File: src/design/mcst_pkg.sv
package mcst_pkg;

   localparam int MaxChannels = 16;
   localparam int ChanWidth   = 4;
   localparam int ValueWidth  = 16;

   typedef enum logic [1:0] {
      MODE_TICK    = 2'd0,
      MODE_ASSIGN  = 2'd1,
      MODE_ENABLE  = 2'd2,
      MODE_DISABLE = 2'd3
   } mode_type;

   // Per-channel control for one word, decoded by the top level.
   typedef struct packed {
      logic                    tick;
      logic                    load;
      logic                    start;
      logic                    stop;
      logic [ValueWidth-1:0]   interval;
   } chan_ctrl_type;

endpackage

File: src/design/mcst_channel.sv
module mcst_channel (
   input  logic                   clock,
   input  logic                   reset,
   input  mcst_pkg::chan_ctrl_type ctrl,
   output logic                   fire
);
   import mcst_pkg::*;

   logic [ValueWidth-1:0] count_ff, count_in;
   logic [ValueWidth-1:0] interval_ff, interval_in;
   logic                  active_ff, active_in;
   logic                  assigned_ff, assigned_in;
   logic                  hit;

   assign hit  = (count_ff == interval_ff);
   assign fire = ctrl.tick & active_ff & assigned_ff & hit;

   always_comb begin
      count_in    = count_ff;
      interval_in = interval_ff;
      active_in   = active_ff;
      assigned_in = assigned_ff;
      if (ctrl.tick) begin
         if (active_ff && assigned_ff) begin
            count_in = hit ? '0 : count_ff + 1'b1;
         end
      end else if (ctrl.load) begin
         interval_in = ctrl.interval;
         count_in    = '0;
         active_in   = 1'b1;
         assigned_in = 1'b1;
      end else if (ctrl.start) begin
         count_in  = '0;
         active_in = 1'b1;
      end else if (ctrl.stop) begin
         active_in = 1'b0;
      end
   end

   always_ff @(posedge clock) begin
      if (reset) begin
         count_ff    <= '0;
         interval_ff <= '0;
         active_ff   <= 1'b0;
         assigned_ff <= 1'b0;
      end else begin
         count_ff    <= count_in;
         interval_ff <= interval_in;
         active_ff   <= active_in;
         assigned_ff <= assigned_in;
      end
   end

endmodule

File: src/design/multi_channel_soft_timer.sv
// Channel   Direction  Handshake            Payload
// req       in         req_tvalid/tready    tdata: channel, interval; tuser: mode
// rsp       out        rsp_tvalid/tready    tdata: fire_mask
// csr       in         csr_we               csr_wdata: prescale_period
//
// Every request word yields one response word, registered in the input register
// and then in the response register. While no response stall holds it, one word
// is taken per cycle; all channels compare and update in parallel between them.
// A stalled response holds both stages; the input register still takes a word
// while the response register is full but the input stage is empty.
// Synchronous reset: prescale period to one; count, channels, pipeline cleared.
module multi_channel_soft_timer #(
   parameter int NUM_CHANNELS = 16
) (
   input  logic        clock,
   input  logic        reset,
   input  logic        req_tvalid,
   output logic        req_tready,
   input  logic [23:0] req_tdata,   // [3:0] channel, [19:4] interval, [23:20] zero
   input  logic [1:0]  req_tuser,   // [1:0] mode
   output logic        rsp_tvalid,
   input  logic        rsp_tready,
   output logic [15:0] rsp_tdata,   // [15:0] fire_mask
   input  logic        csr_we,
   input  logic [15:0] csr_wdata
);
   import mcst_pkg::*;

   localparam logic [ChanWidth:0] NumCh = (ChanWidth+1)'(NUM_CHANNELS);

   logic                  stall;
   logic                  s1_valid_ff, s1_valid_in;
   mode_type              s1_mode_ff;
   logic [ChanWidth-1:0]  s1_chan_ff;
   logic [ValueWidth-1:0] s1_interval_ff;
   logic                  rsp_valid_ff, rsp_valid_in;
   logic [ValueWidth-1:0] rsp_mask_ff;
   logic [ValueWidth-1:0] period_ff;
   logic [ValueWidth-1:0] pcount_ff, pcount_in, pcount_inc;
   logic                  process;
   logic                  is_tick, is_assign, is_enable, is_disable;
   logic                  chan_ok;
   logic                  ptick;
   logic [NUM_CHANNELS-1:0] fire;
   logic [ValueWidth-1:0] mask;
   chan_ctrl_type         ctrl [NUM_CHANNELS];

   assign stall       = rsp_valid_ff & ~rsp_tready;
   assign req_tready  = ~s1_valid_ff | ~stall;
   assign process     = s1_valid_ff & ~stall;
   assign s1_valid_in = (s1_valid_ff & stall) | (req_tvalid & req_tready);
   assign rsp_valid_in = stall | s1_valid_ff;

   always_comb begin
      is_tick    = 1'b0;
      is_assign  = 1'b0;
      is_enable  = 1'b0;
      is_disable = 1'b0;
      unique case (s1_mode_ff)
         MODE_TICK:    is_tick    = 1'b1;
         MODE_ASSIGN:  is_assign  = 1'b1;
         MODE_ENABLE:  is_enable  = 1'b1;
         MODE_DISABLE: is_disable = 1'b1;
         default:      is_tick    = 1'b0;
      endcase
   end

   assign chan_ok    = {1'b0, s1_chan_ff} < NumCh;
   assign pcount_inc = pcount_ff + 1'b1;
   assign ptick      = process & is_tick & (pcount_inc == period_ff);

   always_comb begin
      pcount_in = pcount_ff;
      if (process && is_tick) begin
         pcount_in = ptick ? '0 : pcount_inc;
      end
   end

   genvar i;
   generate
      for (i = 0; i < NUM_CHANNELS; i++) begin : g_chan
         logic sel;
         assign sel = process & chan_ok & (s1_chan_ff == ChanWidth'(i));
         assign ctrl[i].tick     = ptick;
         assign ctrl[i].load     = sel & is_assign;
         assign ctrl[i].start    = sel & is_enable;
         assign ctrl[i].stop     = sel & is_disable;
         assign ctrl[i].interval = s1_interval_ff;

         mcst_channel u_channel (
            .clock (clock),
            .reset (reset),
            .ctrl  (ctrl[i]),
            .fire  (fire[i])
         );
      end
   endgenerate

   assign mask      = ValueWidth'(fire);
   assign rsp_tvalid = rsp_valid_ff;
   assign rsp_tdata  = rsp_mask_ff;

   always_ff @(posedge clock) begin
      if (reset) begin
         s1_valid_ff  <= 1'b0;
         rsp_valid_ff <= 1'b0;
         period_ff    <= 16'd1;
         pcount_ff    <= '0;
      end else begin
         s1_valid_ff  <= s1_valid_in;
         rsp_valid_ff <= rsp_valid_in;
         pcount_ff    <= pcount_in;
         if (csr_we) begin
            period_ff <= csr_wdata;
         end
      end
   end

   always_ff @(posedge clock) begin
      if (req_tvalid && req_tready) begin
         s1_mode_ff     <= mode_type'(req_tuser);
         s1_chan_ff     <= req_tdata[ChanWidth-1:0];
         s1_interval_ff <= req_tdata[ChanWidth+ValueWidth-1:ChanWidth];
      end
      if (process) begin
         rsp_mask_ff <= mask;
      end
   end

endmodule

File: config.mk
export PLATFORM = sky130hd
export DESIGN_NAME = multi_channel_soft_timer
export DESIGN_NICKNAME = d
export VERILOG_FILES = /design/src/design/mcst_pkg.sv /design/src/design/mcst_channel.sv /design/src/design/multi_channel_soft_timer.sv
export SDC_FILE = /design/constraint.sdc
export NUM_CORES = 2
export LEC_CHECK = 0
export ABC_AREA = 1
export BUFFER_PORTS_ARGS = -buffer_cell sky130_fd_sc_hd__buf_2
export CORE_MARGIN = 2
export CORE_UTILIZATION = 50
export DETAILED_ROUTE_END_ITERATION = 8
export PLACE_DENSITY = 0.73
export SLEW_MARGIN = 15
export SYNTH_ARGS = -nofsm -noshare
export SYNTH_HDL_FRONTEND = slang
export SYNTH_HIERARCHICAL = 1
export SYNTH_SLANG_ARGS = --single-unit
export TNS_END_PERCENT = 30
File: constraint.sdc
create_clock -name clock -period 5.77 [get_ports clock]
set_input_delay 1.154 -clock clock [delete_from_list [all_inputs] [get_ports clock]]
set_output_delay 1.154 -clock clock [all_outputs]
set_load 0.05 [all_outputs]
---- Yosys cells after proc, flatten, opt, wreduce, memory -nomap -nowiden ----
Cells that the tools add are included.
operators by class
  $add $sub $neg .......................... 17
  equal/unequal tests ..................... 51
  muxes and demuxes ....................... 133
  bitwise gates (word level) .............. 125
  reduce and logical (&&, ||, !) cells .... 100
operators with widths
  cell                     number
  $mux W16                 81
  $add A16 B1 Y16 const B  17
  $eq A16 B16 Y1           17
  $and A1 B1 Y1            118
  $reduce_and A2 Y1        48
  $reduce_bool A3 Y1       32
  $mux W1                  52
  $eq A4 B4 Y1 const B     8
  $ne A2 B1 Y1 const B     16
  $logic_and A1 B1 Y1      18
  $eq A4 B3 Y1 const B     4
  $eq A4 B2 Y1 const B     2
  $eq A2 B2 Y1 const B     2
  $eq A4 B1 Y1 const B     1
  $logic_not A4 Y1         1
  $not A1 Y1               4
  $or A1 B1 Y1             3
  $eq A2 B1 Y1 const B     1
  $logic_not A2 Y1         1
word-level totals
  flip-flop bits (word level) ............. 616
  input port bits ......................... 47
  output and inout bits ................... 18
  logic and storage cells ................. 498

---- Logic depth before layout (Yosys ltp) ----
  depth after elaboration ................. 9
  gate-level depth with buffers ........... 19
  mapped depth without buffers ............ 18

---- Modules after synthesis ----
The synthesis kept the hierarchy.
by module, submodules not included
  module                    instances  cells an instance  area each (µm²)  seq. area each (µm²)
  mcst_channel              16         312                1983.2           680.7
  multi_channel_soft_timer  1          460                3599.7           1821.7

---- Worst setup path after synthesis ----
Ideal clock, no wire load.
  path kind ............................... input-to-reg
  start ................................... input rsp_tready
  end ..................................... register g_chan[0].u_channel.count_ff[12]
  setup time .............................. 0.070 ns
  data arrival time ....................... 4.636 ns
  data required time ...................... 5.700 ns
  slack ................................... 1.065 ns
  stages on the path ...................... 15
  path buffers ............................ 1
  cell sequence ........................... inv_1 > nand2_1 > nand2_1 > nor2_1 > nand4_1 > nor4_1 > nand3_1 > nor2_1 > nand3_2 > nand2_1 > buf_4 > nand2_1 > nand2_1 > nand2_1 > a21oi_1
RTL lines
  item                    line                            RTL
  start: declaration      multi_channel_soft_timer.sv:22  input logic rsp_tready,
  end signal: assignment  mcst_channel.sv:47              count_ff <= count_in;
  end: declaration        mcst_channel.sv:9               logic [ValueWidth-1:0] count_ff, count_in;

==> results.cfg <==
[synth]
syn_area_per_cell_sq_um = 6.480
ys_dominant_reg_cell = dfxtp_1
ys_ff_latch = 616
synth_nets = 5516
netlist_area_sq_um = 35330
seq_area_frac_synth_pct = 35.98
ys_types = 31
ys_warn_count = 6
synthArstFlopShare_pct = 0
syn_inst = 5452
synth_edf_count = 38

[pwr]
power_density_nw_per_um2 = 242.8
p_total_uw = 9361
p_leak_uw = 0.01462
seq_power_share_pct = 46.5
switchingPower_uw = 2206
pwr-share-comb_pct = 4.5
switching_share_pct = 23.57
ir_drop_mv = 0.2417
p_clk_share_pct = 49.0
internal-power_uw = 7155

[clock_network]
cts_hold_buf = 0
clk_pin_slew_ns = 0.06
cts.repair.resized = 0
cts.sinks = 616
cts_buffer_depth = 3
clock_latency_ns = 0.62
cts_tree = done
cts_setup_buffers = 0
cts_buffers = 71
root_buffer = clkbuf_16
h-tree-depth = 3

[timing]
worst_pin_slew_ns = 1.091
clock_skew_ns = 0.02338
setup_ws_ns = 1.661
setup_tns_ns = 0
fmax_mhz = 243.4
fin_hold_ws_ns = 0.4632
min_period_ns = 4.109
min_period_over_period_pct = 71.21
final_hold_viol_count = 0
rsz0062_at_grt = false
drv_slew = 0
max_slew_margin_pct = 27.24
setup_viol = 0

[floorplanning]
die_height_microns = 269.8
start_util_pct = 50.45
rows = 97
die_area_sq_um = 72800
io_pins = 65
die_x_microns = 269.8
design.core.area_sq_um = 70030

[placement]
place_inst = 6320
hpwlAfterDp_mm = 58.44
place_congestion = 0.8777
dp_slack_ns = 1.154
numPortBuffers = 60

[job]
cap_violations = 0

[route]
drcViolationCount = 0
drt_iter0_drc = 2601
vias = 33238
routedWlPerCell_microns = 14.24
avgViaCountPerCell = 5.155
wl_mm = 91.85
ant_nets = 0
first_pass_iters = 6

[worst_hold_path]
hold_start = g_chan[9].u_channel/interval_ff[8]$_SDFFE_PP0P_
hold_path.class = reg -> reg

[global_route]
grt_antenna_before_repair = 4
grt_pass1_vias = 30261
grt_max_degree = 104
overflow = 0
grt_pass1_wl_mm = 150.3
grt.total_usage_pct = 24.78

[worst_setup_path]
rrSetupSlack_ns = 1.66
r2r_cells = 18
cp.required_ns = 6.30
crit_start = pcount_ff[0]$_SDFFE_PP0P_
cp.arrival_ns = 4.64
critPathMaxFanout = 103
critPathKind = reg -> reg
r2r_end = g_chan[10].u_channel/count_ff[4]$_SDFFE_PP0P_
reg2reg_from = pcount_ff[0]$_SDFFE_PP0P_
end_kind = register
endpoint = g_chan[10].u_channel/count_ff[4]$_SDFFE_PP0P_
start_kind = register

[status]
status = complete, no violations

[cells_and_area]
layout.cells.non_filler = 6448
nNetsFinal = 5517
areaGrowthSynthToFinish_pct = 9.116
drive_above_1_share_pct = 18.14
cell usage in the layout (no fill, tap or decap), types with 38 or more instances in the layout:
cell type	count
nand2_1	1752
dfxtp_1	578
nor2_1	502
inv_1	458
a21oi_1	411
inv_2	258
o21ai_0	240
nand3_1	235
o21ai_1	177
a21oi_2	154
nor2_2	117
nand3_2	112
nand2_2	91
clkbuf_16	76
buf_2	59
nand4_1	42
edfxtp_1	38
state kept, by name (all words and copies together) (netlist names):
register,count
g_chan.u_channel/count_ff,256
g_chan.u_channel/interval_ff,256
g_chan.u_channel/active_ff,16
g_chan.u_channel/assigned_ff,16
pcount_ff,16
period_ff,16
rsp_tdata,16
s1_interval_ff,16
s1_chan_ff,4
s1_mode_ff,2
rsp_tvalid,1
s1_valid_ff,1
routing by layer:
| layer | track usage, % | vias up | wire length [microns] |
|---|---|---|---|
| met4 | 9.488 | 2 | 3047 |
| met2 | 40.81 | 820 | 41330 |
| li1 | - | 17261 | - |
| met5 | 0 | - | 7 |
| met1 | 32.80 | 14995 | 41650 |
| met3 | 3.672 | 160 | 5809 |
worst min-delay path by stage:
stage,end,cells past startpoint
detailed placement,g_chan[9].u_channel/interval_ff[8]$_SDFFE_PP0P_,2
global placement,g_chan[10].u_channel/interval_ff[12]$_SDFFE_PP0P_,2
CTS,g_chan[9].u_channel/interval_ff[8]$_SDFFE_PP0P_,2
global route,g_chan[11].u_channel/interval_ff[14]$_SDFFE_PP0P_,2
finish,g_chan[9].u_channel/interval_ff[8]$_SDFFE_PP0P_,2
floorplan,g_chan[0].u_channel/interval_ff[7]$_SDFFE_PP0P_,2
final cells by class:
cell class	count	area (sq um)
clock buffer	109	2220
fill	6823	31480
inverter	734	2755
timing repair buffer	84	514.2
sequential	616	12710
antenna	1	2.502
multi-input combinational	3946	19020
clock inverter	18	153.9
tap	940	1176
power by group through the flow:
stage	combinational, uW	clock (uW)	sequential (uW)
3_3_place_gp	415	0	4440
4_1_cts	419	4680	4350
5_1_grt	455	4850	4350
6_report	422	4590	4350
3_5_place_dp	418	0	4440
2_1_floorplan	246	0	4460
synth_stat cells (18+ instances only):
cell,n,share of area [%]
a21oi_1,411,5.8
clkinv_1,18,0.19
edfxtp_1,38,3.2
clkbuf_1,59,0.63
nor2_2,117,2.1
a21oi_2,154,3.8
inv_2,257,2.7
nand3_2,112,3.2
nand2_1,1752,19
nor2_1,503,5.3
o21ai_1,177,2.5
buf_2,64,0.91
o21ai_0,240,3.4
dfxtp_1,578,33
nand3_1,235,3.3
nand4_1,42,0.74
inv_1,459,4.9
nand2_2,91,1.6
nor2_4,36,1.1
logic make-up after synthesis:
group / after synthesis / share of synthesized area, %
buffers and inverters: 890 / 10.21
DFF: 616 / 35.98
xor gates and xnor gates: 4 / 0.1771
AOI/OAI and AO/OA: 999 / 15.91
and+or+nand+nor: 2926 / 37.12
adders and majority gates: 17 / 0.6020
critical path, cell delays in order (launching register included):
cell and delay, ns:
dfxtp_1 0.43, ha_1 0.23, nand2_1 0.14, nor2_4 0.22
nand3_1 0.11, nand2_1 0.09, nand2_1 0.06, nand2_1 0.06
nand2_1 0.05, nor2_2 0.13, nand4_1 0.18, nor2_4 0.23
buf_12 0.45, nand3_2 0.32, nand2_1 0.53, inv_2 0.23
o21ai_0 0.22, nand2_1 0.07, a21oi_1 0.14
metrics by stage:
stage | util (%) | area, sq um
after floorplan | - | 35330
after global placement | 51.66 | 36170
after detailed placement | 51.66 | 36170
after CTS | 55.05 | 38550
after global routing | 55.05 | 38550
final | 55.05 | 38550
(Power assumes the default switching activity.)
